**src/rtl/asc_pkg.sv**
```systemverilog
// ----------------------------------------------------------------------------
// asc_pkg: shared types, codes and limit tables for the stick/trigger clamp
// ----------------------------------------------------------------------------
package asc_pkg;

    localparam logic [2:0] REG_STICK_SHAPE    = 3'd0;
    localparam logic [2:0] REG_STICK_REGION   = 3'd1;
    localparam logic [2:0] REG_STICK_ENABLE   = 3'd2;
    localparam logic [2:0] REG_TRIGGER_ENABLE = 3'd3;
    localparam logic [2:0] REG_TRIGGER_REGION = 3'd4;

    localparam logic SHAPE_OCTAGON = 1'b0;
    localparam logic SHAPE_CIRCLE  = 1'b1;

    // Lane pipeline shape: square root steps and divider widths.
    localparam int SQ_STEPS  = 8;
    localparam int DIV_NUM_W = 20;
    localparam int DIV_DEN_W = 14;
    // Two front stages, the square root, the numerator stage and the divider.
    localparam int PIPE_LAT  = 3 + SQ_STEPS + DIV_NUM_W;

    typedef struct packed {
        logic [3:0] dead;
        logic [6:0] axis;
        logic [6:0] diag;
        logic [6:0] radius;
    } t_limits;

    // Per-lane settings handed from the top to a stick lane.
    typedef struct packed {
        logic    enable;
        logic    shape;
        t_limits lim;
    } t_lane_cfg;

    function automatic t_limits stick_limits(input logic [1:0] region, input logic sub);
        t_limits l;
        unique case (region)
            2'd0:    l = sub ? '{4'd15, 7'd59, 7'd31, 7'd44} : '{4'd15, 7'd72, 7'd40, 7'd56};
            2'd1:    l = sub ? '{4'd15, 7'd59, 7'd37, 7'd50} : '{4'd15, 7'd72, 7'd47, 7'd62};
            default: l = sub ? '{4'd0, 7'd74, 7'd52, 7'd68}  : '{4'd0, 7'd87, 7'd62, 7'd80};
        endcase
        return l;
    endfunction

    localparam logic [7:0] TRIG_MAX = 8'd180;

    function automatic logic [7:0] trig_dead(input logic region);
        return region ? 8'd0 : 8'd30;
    endfunction

endpackage

```
**src/rtl/asc_div.sv**
```systemverilog
// ----------------------------------------------------------------------------
// asc_div: pipelined restoring divider, one quotient bit per stage
// ----------------------------------------------------------------------------
// Unsigned numerator / denominator. Each stage registers the partial
// remainder; the valid chain rides alongside with the sideband payload.
module asc_div
    import asc_pkg::*;
#(
    parameter int NUM_W = 14,
    parameter int DEN_W = 14,
    parameter int SB_W  = 8
) (
    input  logic             i_clk,
    input  logic             i_rst_n,
    input  logic             i_adv,
    input  logic             i_valid,
    input  logic [NUM_W-1:0] i_num,
    input  logic [DEN_W-1:0] i_den,
    input  logic [SB_W-1:0]  i_sb,
    output logic             o_valid,
    output logic [NUM_W-1:0] o_quot,
    output logic [SB_W-1:0]  o_sb
);
    logic               r_vld [NUM_W+1];
    logic [DEN_W:0]     r_rem [NUM_W+1];
    logic [NUM_W-1:0]   r_num [NUM_W+1];
    logic [DEN_W-1:0]   r_den [NUM_W+1];
    logic [SB_W-1:0]    r_sb  [NUM_W+1];

    always_comb begin
        r_rem[0] = '0;
        r_num[0] = i_num;
        r_den[0] = i_den;
        r_sb[0]  = i_sb;
        r_vld[0] = i_valid;
    end

    for (genvar s = 0; s < NUM_W; s++) begin : g_stage
        logic [DEN_W+1:0] n_trial;
        logic [DEN_W:0]   n_rem;
        logic [NUM_W-1:0] n_num;
        always_comb begin
            n_trial = {r_rem[s], r_num[s][NUM_W-1]} - {2'b00, r_den[s]};
            if (!n_trial[DEN_W+1]) begin
                n_rem = n_trial[DEN_W:0];
            end else begin
                n_rem = {r_rem[s][DEN_W-1:0], r_num[s][NUM_W-1]};
            end
            n_num = {r_num[s][NUM_W-2:0], ~n_trial[DEN_W+1]};
        end
        always_ff @(posedge i_clk) begin
            if (!i_rst_n) begin
                r_vld[s+1] <= 1'b0;
            end else if (i_adv) begin
                r_vld[s+1] <= r_vld[s];
            end
            if (i_adv) begin
                r_rem[s+1] <= n_rem;
                r_num[s+1] <= n_num;
                r_den[s+1] <= r_den[s];
                r_sb[s+1]  <= r_sb[s];
            end
        end
    end

    assign o_valid = r_vld[NUM_W];
    assign o_quot  = r_num[NUM_W];
    assign o_sb    = r_sb[NUM_W];
endmodule

```
**src/rtl/asc_lane.sv**
```systemverilog
// ----------------------------------------------------------------------------
// asc_lane: dead zone and octagon/circle clamp for one stick
// ----------------------------------------------------------------------------
// Stage 1 strips the dead zone, stage 2 forms the octagon or circle test terms.
// The square root then runs one result bit per registered stage, the next
// stage forms the scaled numerators, and two dividers produce the scaled axes.
module asc_lane
    import asc_pkg::*;
(
    input  logic             i_clk,
    input  logic             i_rst_n,
    input  logic             i_adv,
    input  logic             i_valid,
    input  t_lane_cfg        i_cfg,
    input  logic             i_bypass,
    input  logic signed [7:0] i_x,
    input  logic signed [7:0] i_y,
    output logic             o_valid,
    output logic signed [7:0] o_x,
    output logic signed [7:0] o_y
);
    // Stage 1: magnitudes with dead zone removed.
    logic [7:0]  n_ax, n_ay, n_mx, n_my;
    logic        n_nx, n_ny;
    always_comb begin
        n_nx = i_x[7];
        n_ny = i_y[7];
        n_ax = n_nx ? 8'(-i_x) : 8'(i_x);
        n_ay = n_ny ? 8'(-i_y) : 8'(i_y);
        n_mx = (n_ax <= {4'd0, i_cfg.lim.dead}) ? 8'd0 : n_ax - {4'd0, i_cfg.lim.dead};
        n_my = (n_ay <= {4'd0, i_cfg.lim.dead}) ? 8'd0 : n_ay - {4'd0, i_cfg.lim.dead};
    end

    logic        r1_vld;
    logic [7:0]  r1_mx, r1_my;
    logic        r1_nx, r1_ny, r1_pass, r1_shape;
    logic signed [7:0] r1_rx, r1_ry;
    t_limits     r1_lim;
    always_ff @(posedge i_clk) begin
        if (!i_rst_n) begin
            r1_vld <= 1'b0;
        end else if (i_adv) begin
            r1_vld <= i_valid;
        end
        if (i_adv) begin
            r1_mx    <= n_mx;
            r1_my    <= n_my;
            r1_nx    <= n_nx;
            r1_ny    <= n_ny;
            r1_pass  <= i_bypass || !i_cfg.enable;
            r1_shape <= i_cfg.shape;
            r1_lim   <= i_cfg.lim;
            r1_rx    <= i_x;
            r1_ry    <= i_y;
        end
    end

    // Stage 2: norm terms.
    logic [14:0] n_d, n_lim;
    logic [15:0] n_sq, n_rr;
    logic [7:0]  n_hi, n_lo;
    always_comb begin
        n_hi  = (r1_my <= r1_mx) ? r1_mx : r1_my;
        n_lo  = (r1_my <= r1_mx) ? r1_my : r1_mx;
        n_d   = 15'(r1_lim.diag * n_hi) + 15'((r1_lim.axis - r1_lim.diag) * n_lo);
        n_sq  = 16'(r1_mx * r1_mx) + 16'(r1_my * r1_my);
        n_lim = 15'(r1_lim.diag * r1_lim.axis);
        n_rr  = 16'(r1_lim.radius * r1_lim.radius);
    end

    logic        r2_vld;
    logic [14:0] r2_d;
    logic [15:0] r2_sq;
    logic        r2_clip;
    logic [7:0]  r2_mx, r2_my;
    logic        r2_nx, r2_ny, r2_pass, r2_shape;
    logic signed [7:0] r2_rx, r2_ry;
    logic [12:0] r2_lim;
    logic [6:0]  r2_rad;
    always_ff @(posedge i_clk) begin
        if (!i_rst_n) begin
            r2_vld <= 1'b0;
        end else if (i_adv) begin
            r2_vld <= r1_vld;
        end
        if (i_adv) begin
            r2_d     <= n_d;
            r2_sq    <= n_sq;
            r2_clip  <= r1_shape ? (n_rr < n_sq) : (n_lim < n_d);
            r2_mx    <= r1_mx;
            r2_my    <= r1_my;
            r2_nx    <= r1_nx;
            r2_ny    <= r1_ny;
            r2_pass  <= r1_pass;
            r2_shape <= r1_shape;
            r2_rx    <= r1_rx;
            r2_ry    <= r1_ry;
            r2_lim   <= n_lim[12:0];
            r2_rad   <= r1_lim.radius;
        end
    end

    // Square root: one result bit per registered stage.
    logic [15:0] r_sv  [SQ_STEPS+1];
    logic [7:0]  r_sr  [SQ_STEPS+1];
    logic        r_svld [SQ_STEPS+1];
    typedef struct packed {
        logic [14:0] d;
        logic        clip;
        logic [7:0]  mx, my;
        logic        nx, ny, pass, shape;
        logic [7:0]  rx, ry;
        logic [12:0] lim;
        logic [6:0]  rad;
    } t_ride;
    t_ride r_ride [SQ_STEPS+1];
    always_comb begin
        r_sv[0]   = r2_sq;
        r_sr[0]   = '0;
        r_svld[0] = r2_vld;
        r_ride[0] = '{r2_d, r2_clip, r2_mx, r2_my, r2_nx, r2_ny, r2_pass, r2_shape,
                      r2_rx, r2_ry, r2_lim, r2_rad};
    end
    for (genvar s = 0; s < SQ_STEPS; s++) begin : g_sqrt
        localparam int B = SQ_STEPS - 1 - s;
        logic [7:0]  n_try;
        logic [15:0] n_t2;
        always_comb begin
            n_try = r_sr[s] | (8'd1 << B);
            n_t2  = n_try * n_try;
        end
        always_ff @(posedge i_clk) begin
            if (!i_rst_n) begin
                r_svld[s+1] <= 1'b0;
            end else if (i_adv) begin
                r_svld[s+1] <= r_svld[s];
            end
            if (i_adv) begin
                r_sv[s+1]   <= r_sv[s];
                r_sr[s+1]   <= (n_t2 <= r_sv[s]) ? n_try : r_sr[s];
                r_ride[s+1] <= r_ride[s];
            end
        end
    end

    // Stage 3: numerators and denominator for the scale.
    t_ride                 w;
    logic [DIV_NUM_W-1:0]  n_nxs, n_nys;
    logic [DIV_DEN_W-1:0]  n_den;
    always_comb begin
        w = r_ride[SQ_STEPS];
        if (w.shape) begin
            n_nxs = DIV_NUM_W'(w.mx * w.rad);
            n_nys = DIV_NUM_W'(w.my * w.rad);
            n_den = {6'd0, r_sr[SQ_STEPS]};
        end else begin
            n_nxs = DIV_NUM_W'(w.lim * w.mx);
            n_nys = DIV_NUM_W'(w.lim * w.my);
            n_den = w.d[13:0];
        end
        if (n_den == '0) begin
            n_den = 14'd1;
        end
    end

    logic                 r3_vld;
    logic [DIV_NUM_W-1:0] r3_nx, r3_ny;
    logic [DIV_DEN_W-1:0] r3_den;
    logic [17:0]          r3_sb;
    logic [15:0]          r3_raw;
    always_ff @(posedge i_clk) begin
        if (!i_rst_n) begin
            r3_vld <= 1'b0;
        end else if (i_adv) begin
            r3_vld <= r_svld[SQ_STEPS];
        end
        if (i_adv) begin
            r3_nx  <= n_nxs;
            r3_ny  <= n_nys;
            r3_den <= n_den;
            r3_sb  <= {w.clip, w.nx, w.ny, w.pass, w.mx[6:0], w.my[6:0]};
            r3_raw <= {w.rx, w.ry};
        end
    end

    logic [DIV_NUM_W-1:0] w_qx, w_qy;
    logic [17:0]          w_sb;
    logic [15:0]          w_raw;
    logic                 w_dvx, w_dvy;

    // Raw axes ride the x divider; clip, sign and pass flags and the magnitudes ride the y divider.
    asc_div #(.NUM_W(DIV_NUM_W), .DEN_W(DIV_DEN_W), .SB_W(16)) u_div_x (
        .i_clk  (i_clk),
        .i_rst_n(i_rst_n),
        .i_adv  (i_adv),
        .i_valid(r3_vld),
        .i_num  (r3_nx),
        .i_den  (r3_den),
        .i_sb   (r3_raw),
        .o_valid(w_dvx),
        .o_quot (w_qx),
        .o_sb   (w_raw)
    );
    asc_div #(.NUM_W(DIV_NUM_W), .DEN_W(DIV_DEN_W), .SB_W(18)) u_div_y (
        .i_clk  (i_clk),
        .i_rst_n(i_rst_n),
        .i_adv  (i_adv),
        .i_valid(r3_vld),
        .i_num  (r3_ny),
        .i_den  (r3_den),
        .i_sb   (r3_sb),
        .o_valid(w_dvy),
        .o_quot (w_qy),
        .o_sb   (w_sb)
    );

    assign o_valid = w_dvx && w_dvy;

    // Merge: restore signs, pick pass-through, scaled or unclipped magnitude.
    logic [6:0] n_fx, n_fy;
    always_comb begin
        n_fx = w_sb[17] ? w_qx[6:0] : w_sb[13:7];
        n_fy = w_sb[17] ? w_qy[6:0] : w_sb[6:0];
        if (w_sb[14]) begin
            o_x = w_raw[15:8];
            o_y = w_raw[7:0];
        end else begin
            o_x = w_sb[16] ? -$signed({1'b0, n_fx}) : $signed({1'b0, n_fx});
            o_y = w_sb[15] ? -$signed({1'b0, n_fy}) : $signed({1'b0, n_fy});
        end
    end
endmodule

```
**config.mk**
```make
export PLATFORM = sky130hd
export DESIGN_NAME = asc_lane
export DESIGN_NICKNAME = d
export VERILOG_FILES = /design/src/rtl/asc_pkg.sv /design/src/rtl/asc_div.sv /design/src/rtl/asc_lane.sv
export SDC_FILE = /design/constraint.sdc
export NUM_CORES = 2
export LEC_CHECK = 0
export BUFFER_PORTS_ARGS = -buffer_cell sky130_fd_sc_hd__buf_2
export CAP_MARGIN = 20
export CORE_MARGIN = 2
export CORE_UTILIZATION = 45
export DETAILED_ROUTE_END_ITERATION = 16
export PLACE_DENSITY_LB_ADDON = 0.25
export SETUP_SLACK_MARGIN = 0.1
export SLEW_MARGIN = 20
export SYNTH_ARGS = -nofsm -noshare
export SYNTH_HDL_FRONTEND = slang
export SYNTH_SLANG_ARGS = --single-unit
```
**constraint.sdc**
```tcl
create_clock -name i_clk -period 9.9 [get_ports i_clk]
set_input_delay 0 -clock i_clk [delete_from_list [all_inputs] [get_ports i_clk]]
set_output_delay 0 -clock i_clk [all_outputs]
set_load 0.03 [all_outputs]
```
After elaboration in Yosys (flattened, before gate mapping)
Index checks and enable logic that the tools add are counted.
- flip-flop bits (word level): 3297
- bits in latches: 0
- bits in writable memories: 0
- bits in read-only memories: 0
- input bits: 48
- output and inout port bits: 17
- word-level logic and storage cells: 494
- memories kept: 0
- $add $sub $neg: 49
- multipliers: 17
- div/mod/pow operators: 0
- magnitude comparators: 13
- eq/ne operators: 0
- shift-type cells: 0
- muxes and demuxes: 53
- bitwise gates (word level): 40
- reduce and logical (&&, ||, !) cells: 3
- operator list (cell ; count):
    subtractor 16 x 14 -> 16 bit ; 38
    two-way mux 15 bit ; 38
    multiplier 8 x 8 -> 16 bit ; 9
    less-or-equal comparator 16 bit ; 7
    two-way mux 8 bit ; 9
    multiplier 13 x 8 -> 20 bit ; 2
    NOT 1 bit ; 40
    multiplier 8 x 7 -> 15 bit ; 2
    subtractor 1 x 14 -> 15 bit ; 2
    multiplier 7 x 7 -> 14 bit ; 2
    adder 16 bit ; 1
    less-or-equal comparator 15 x 16 -> 1 bit (first input constant) ; 1
    less-or-equal comparator 8 x 4 -> 1 bit ; 2
    < comparator 14 x 16 -> 1 bit ; 1
    negation 7 -> 8 bit ; 2
    negation 8 bit ; 2
    subtractor 8 x 4 -> 8 bit ; 2
    adder 15 bit ; 1
    < comparator 14 x 15 -> 1 bit ; 1
    multiplier 7 x 8 -> 15 bit ; 1
    multiplier 8 x 9 -> 15 bit ; 1
    zero test 14 bit ; 1
    two-way mux 14 bit ; 1
    two-way mux 7 bit ; 2
    5 further kinds ; 7

Longest topological paths before layout
- depth after elaboration: 6
- gate-level depth with buffers: 36
- mapped depth without buffers: 34

Modules after synthesis
From an unflattened synthesis, not the netlist that was laid out.
- cell total of the unflattened synthesis: 11858
- area, all modules: 169581.4 sq um
- modules (own cells, without submodules) (module ; times used ; cells an instance ; area each (sq um) ; sequential area each (sq um)):
    asc_div (u_div_y) ; 1 ; 3646 ; 57114.8 ; 39768.1
    asc_lane ; 1 ; 4462 ; 56980.9 ; 28026.9
    asc_div (u_div_x) ; 1 ; 3750 ; 55485.7 ; 38567.0

Worst setup path before layout
OpenSTA, ideal clock, no wires.
- kind: register to register
- start: reg r1_mx[1]
- end: reg r2_clip, data pin
- library setup time: 0.131 ns
- arrival time: 8.071 ns
- data required time: 9.769 ns
- slack: 1.698 ns
- stages on the path, launching flop included: 33
- buffers on the path: 2
- clock period less this slack: 8.202 ns
- cell sequence: edfxtp_1 clkbuf_1 inv_1 ha_1 nor2b_1 o21ai_0 a21oi_1 o22ai_1 clkbuf_1 mux2_2 nand2_1 fa_1 fa_1 fa_1 inv_1 fa_1 fa_1 fa_1 ha_1 nor2b_1 o21ai_0 a21boi_0 o21ai_0 a21boi_0 o21ai_0 nor4b_1 nor3_1 ha_1 a2111oi_0 a21oi_1 o21ai_0 a31o_2 o32a_1
- word-level cells in the longest chain between the ends: 6
- elaborated cells between the ends (all ways): 11
- those cells by class: add/sub: 2; mul: 3; order compare: 3; mux: 3
- RTL lines (item ; RTL line ; source):
    start, declared ; asc_lane.sv:35 ; logic [7:0] r1_mx, r1_my;
    start signal, assigned ; asc_lane.sv:46 ; r1_mx <= n_mx;
    less-or-equal comparator 8 bit ; asc_lane.sv:63, asc_lane.sv:64 ;
    two-way mux 8 bit, on equally long branches ; asc_lane.sv:64, asc_lane.sv:63 ;
    multiplier 8 x 9 -> 15 bit or multiplier 7 x 8 -> 15 bit (tied branches) ; asc_lane.sv:65 ; n_d = 15'(r1_lim.diag * n_hi) + 15'((r1_lim.axis - r1_lim.diag) * n_lo);
    adder 15 bit ; asc_lane.sv:65 ;
    < comparator 14 x 15 -> 1 bit ; asc_lane.sv:89 ; r2_clip <= r1_shape ? (n_rr < n_sq) : (n_lim < n_d);
    two-way mux 1 bit (*) ; asc_lane.sv:89 ;
    end signal, assigned ; asc_lane.sv:89 ;
    end, declared ; asc_lane.sv:74 ; logic r2_clip;
Mark *: on every way between the ends. The rest lies on a longest branch, timed or not.
A chain may end at the register's enable or synchronous reset.

Worst setup path in the final report
- start: reg r1_mx[6]
- end: reg r2_clip, data pin
Same word-level chain as after synthesis.

==> out/results.tsv <==
stage	metric	value	unit
critical_path	startpoint_type	flop	
yosys	ys_ff_latch	2869	
placed_design	gp_congestion	0.8792	
finish	layout_common_cells	edfxtp_1 (2,838), inv_1 (1,206), ha_1 (1,068), nor2_1 (628)	
critical_path	path_max_fanout	18	
die	ios	65	
die	rows	209	
sta	slew_violations	0	
route	route.detailed.drc	0	
critical_path	crit_slowest_cell	edfxtp_1	
global_routing	antenna_found_initial	7	
yosys	syn_area	146500	um^2
clocking	cts_setup_buffers	0	
sta	fin_tns_setup	0	ns
yosys	ys.flop_type	edfxtp_1	
sta	hold_ws	0.1368	ns
yosys	synthArstFlopShare	0	
route	ant_nets	0	
route	routed_wl	286200	um
route	vias	81080	
global_routing	grt_overflow	0	
yosys	ys_types	92	
yosys	yosys_warnings	0	
clocking	clkTransAtPathRegs	0.06	ns
die	design.die.area	330100	um^2
global_routing	gr-usage-all-layers	0.1734	
placed_design	portBuffers	64	
clocking	htreeDepth	5	
die	fp.coreArea	324000	um^2
route	drt_iter0_drc	4578	
die	die_w	574.5	um
yosys	ys_seq_area_frac	0.5861	
finish	final-seq-area	85840	um^2
sta	hold_viol	0	
critical_path	critPathKind	flop to flop	
route	routedWlPerCell	18.32	um
global_routing	grt_pass1_wl	460400	um
finish	layout.nets	12640	
clocking	clk_latency	0.92	ns
die	start_util	0.4521	
sta	tightest_slew	1.146	ns
finish	final_common_cell	edfxtp_1	
yosys	netlist_instances	10630	
sta	period_share	0.9204	
clocking	cts_root_buf	clkbuf_16	
route	vias_per_cell	5.191	
clocking	cts_num_sinks	2869	
finish	multi_input_area	55590	um^2
placed_design	dp_hpwl	208100	um
clocking	cts_tree	yes	
finish	fill_cells	27150	
global_routing	grt_pass1_vias	85530	
global_routing	grt_start_max_net_pins	197	
critical_path	max_stage_delay	0.59	ns
critical_path	arrival	9.87	ns
sta	max_slew_margin	0.2359	
critical_path	required	10.66	ns
sta	fmax	109.7	MHz
sta	skew	0.06626	ns
route	drt_pass1_iterations	8	
worst_hold_path	hp-class	input pin to flop	
yosys	synth-edff-count	2838	
sta	period_minus_slack	9.112	ns
finish	syn_to_final_growth	11.77	%
sta	setup_violations	0	
die	die_h	574.5	um
yosys	avgSynthCellArea	13.79	um^2
finish	drive_above_1_share	0.1052	
status	outcome	complete, no violations	
critical_path	cp-end-kind	flop	
run	drv_cap	0	
critical_path	critical_path.most_common_cell	fa_1	
clocking	cts_buffers	312	
sta	rsz0062_at_grt	false	
clocking	cts.path.max_buffers	4	
final timing paths:
path | from | end | slack [ns] | depth (start not counted)
worst max-delay path | r1_mx[6]$_SDFFCE_PP0P_ | r2_clip$_DFFE_PP_ | 0.79 | 30
worst min-delay path | i_rst_n | u_div_x.o_valid$_SDFFE_PN0P_ | 0.14 | 3
worst max register to register | r1_mx[6]$_SDFFCE_PP0P_ | r2_clip$_DFFE_PP_ | 0.79 | 30
worst min register to register | u_div_x.r_sb[251]$_DFFE_PP_ | u_div_x.r_sb[235]$_DFFE_PP_ | 0.38 | 0
cell usage after synthesis (31+ instances only):
cell,n,share of area
edfxtp_1,2838,0.58
inv_1,1206,0.031
ha_1,1068,0.091
nor2_1,628,0.016
xnor2_1,485,0.029
fa_1,483,0.066
nand2_1,483,0.012
mux2_2,443,0.034
a21oi_1,397,0.014
and2_1,269,0.011
o21ai_0,239,0.0082
nor2b_1,161,0.0069
nor3_1,149,0.0051
o21a_1,145,0.0074
mux2i_1,142,0.0097
nand3_1,130,0.0044
clkbuf_1,112,0.0029
xor2_1,110,0.0066
a21o_1,93,0.0048
a31oi_1,77,0.0033
and3_1,73,0.0031
o2111ai_1,65,0.0039
o211ai_1,64,0.0033
nor4_1,50,0.0021
nand2b_1,48,0.0021
o21bai_1,47,0.0024
o31a_1,38,0.0023
a211oi_1,33,0.0017
nand4_1,33,0.0014
dfxtp_1,31,0.0042
kinds of logic (layout without fill, tap and decap cells):
family,count (synthesis),after routing,share of synthesized area
other,1,18,0.00002560
and+or+nand+nor,2163,2163,0.07234
DFF,2869,2869,0.5861
buffers and inverters,1359,2011,0.03578
AOI/OAI and AO/OA,1483,1483,0.06708
adders and majority gates,1551,1551,0.1573
muxes,592,592,0.04448
xor gates and xnor gates,607,607,0.03696
sequential cells by signal, summed over array words and instances (netlist names), 21 cells and up:
| name | flops |
|---|---|
| u_div_y.r_den | 70 |
| r1_lim | 21 |
| r_ride | 552 |
| g_sqrt.n_try | 28 |
| u_div_y.g_stage.n_num | 192 |
| u_div_y.r_rem | 285 |
| r_sv | 112 |
| u_div_x.r_sb | 282 |
| u_div_y.r_sb | 326 |
| u_div_x.r_den | 196 |
| u_div_x.g_stage.n_num | 192 |
| u_div_x.r_rem | 285 |
critical path: cells and delay by family (launching register included):
family	cells	cell delay, ns
AO/OA/AOI/OAI	13	2.80
AND/OR/NAND/NOR	4	0.74
adder cells (fa/ha/maj)	9	3.80
buffers and inverters	3	0.63
multiplexers	1	0.44
flip-flops	1	0.59
repair_timing:
item / CTS / global route
gates resized for setup: 0 / 3
endpoints found under the hold margin: 202 / 0
endpoints found under the setup margin: 0 / 1
hold buffers: 91 / 0
cell type report:
cell class,count,area share
timing repair buffer,243,0.01249
tap,4325,0.03306
sequential,2869,0.5244
inverter,1206,0.02765
clock buffer,369,0.04990
clock inverter,193,0.01291
multi-input combinational,6410,0.3396
antenna,4,0.00006114
metal layers:
layer / wire length, um / global-route usage / vias up / part of all wire
met5: 0 / 0 / - / 0
met4: 10340 / 0.06499 / 0 / 0.036
met3: 8986 / 0.01915 / 543 / 0.031
met2: 145400 / 0.3108 / 1352 / 0.51
met1: 121500 / 0.2150 / 39940 / 0.42
li1: - / - / 39250 / -
stage by stage:
stage                 util  instance area [um^2]  setup WS [ns]  instances
global placement    0.4705                152500         0.6380      14960
detailed placement  0.4705                152500         0.5607      14960
global route        0.5052                163700        0.08965      15620
finish              0.5053                163700         0.7878      15620
floorplan                -                146500          1.698      10640
CTS                 0.5051                163600         0.5101      15620
Power is not shown: default switching activity piles up to over one toggle a cycle in this logic, so the estimate is an artifact.
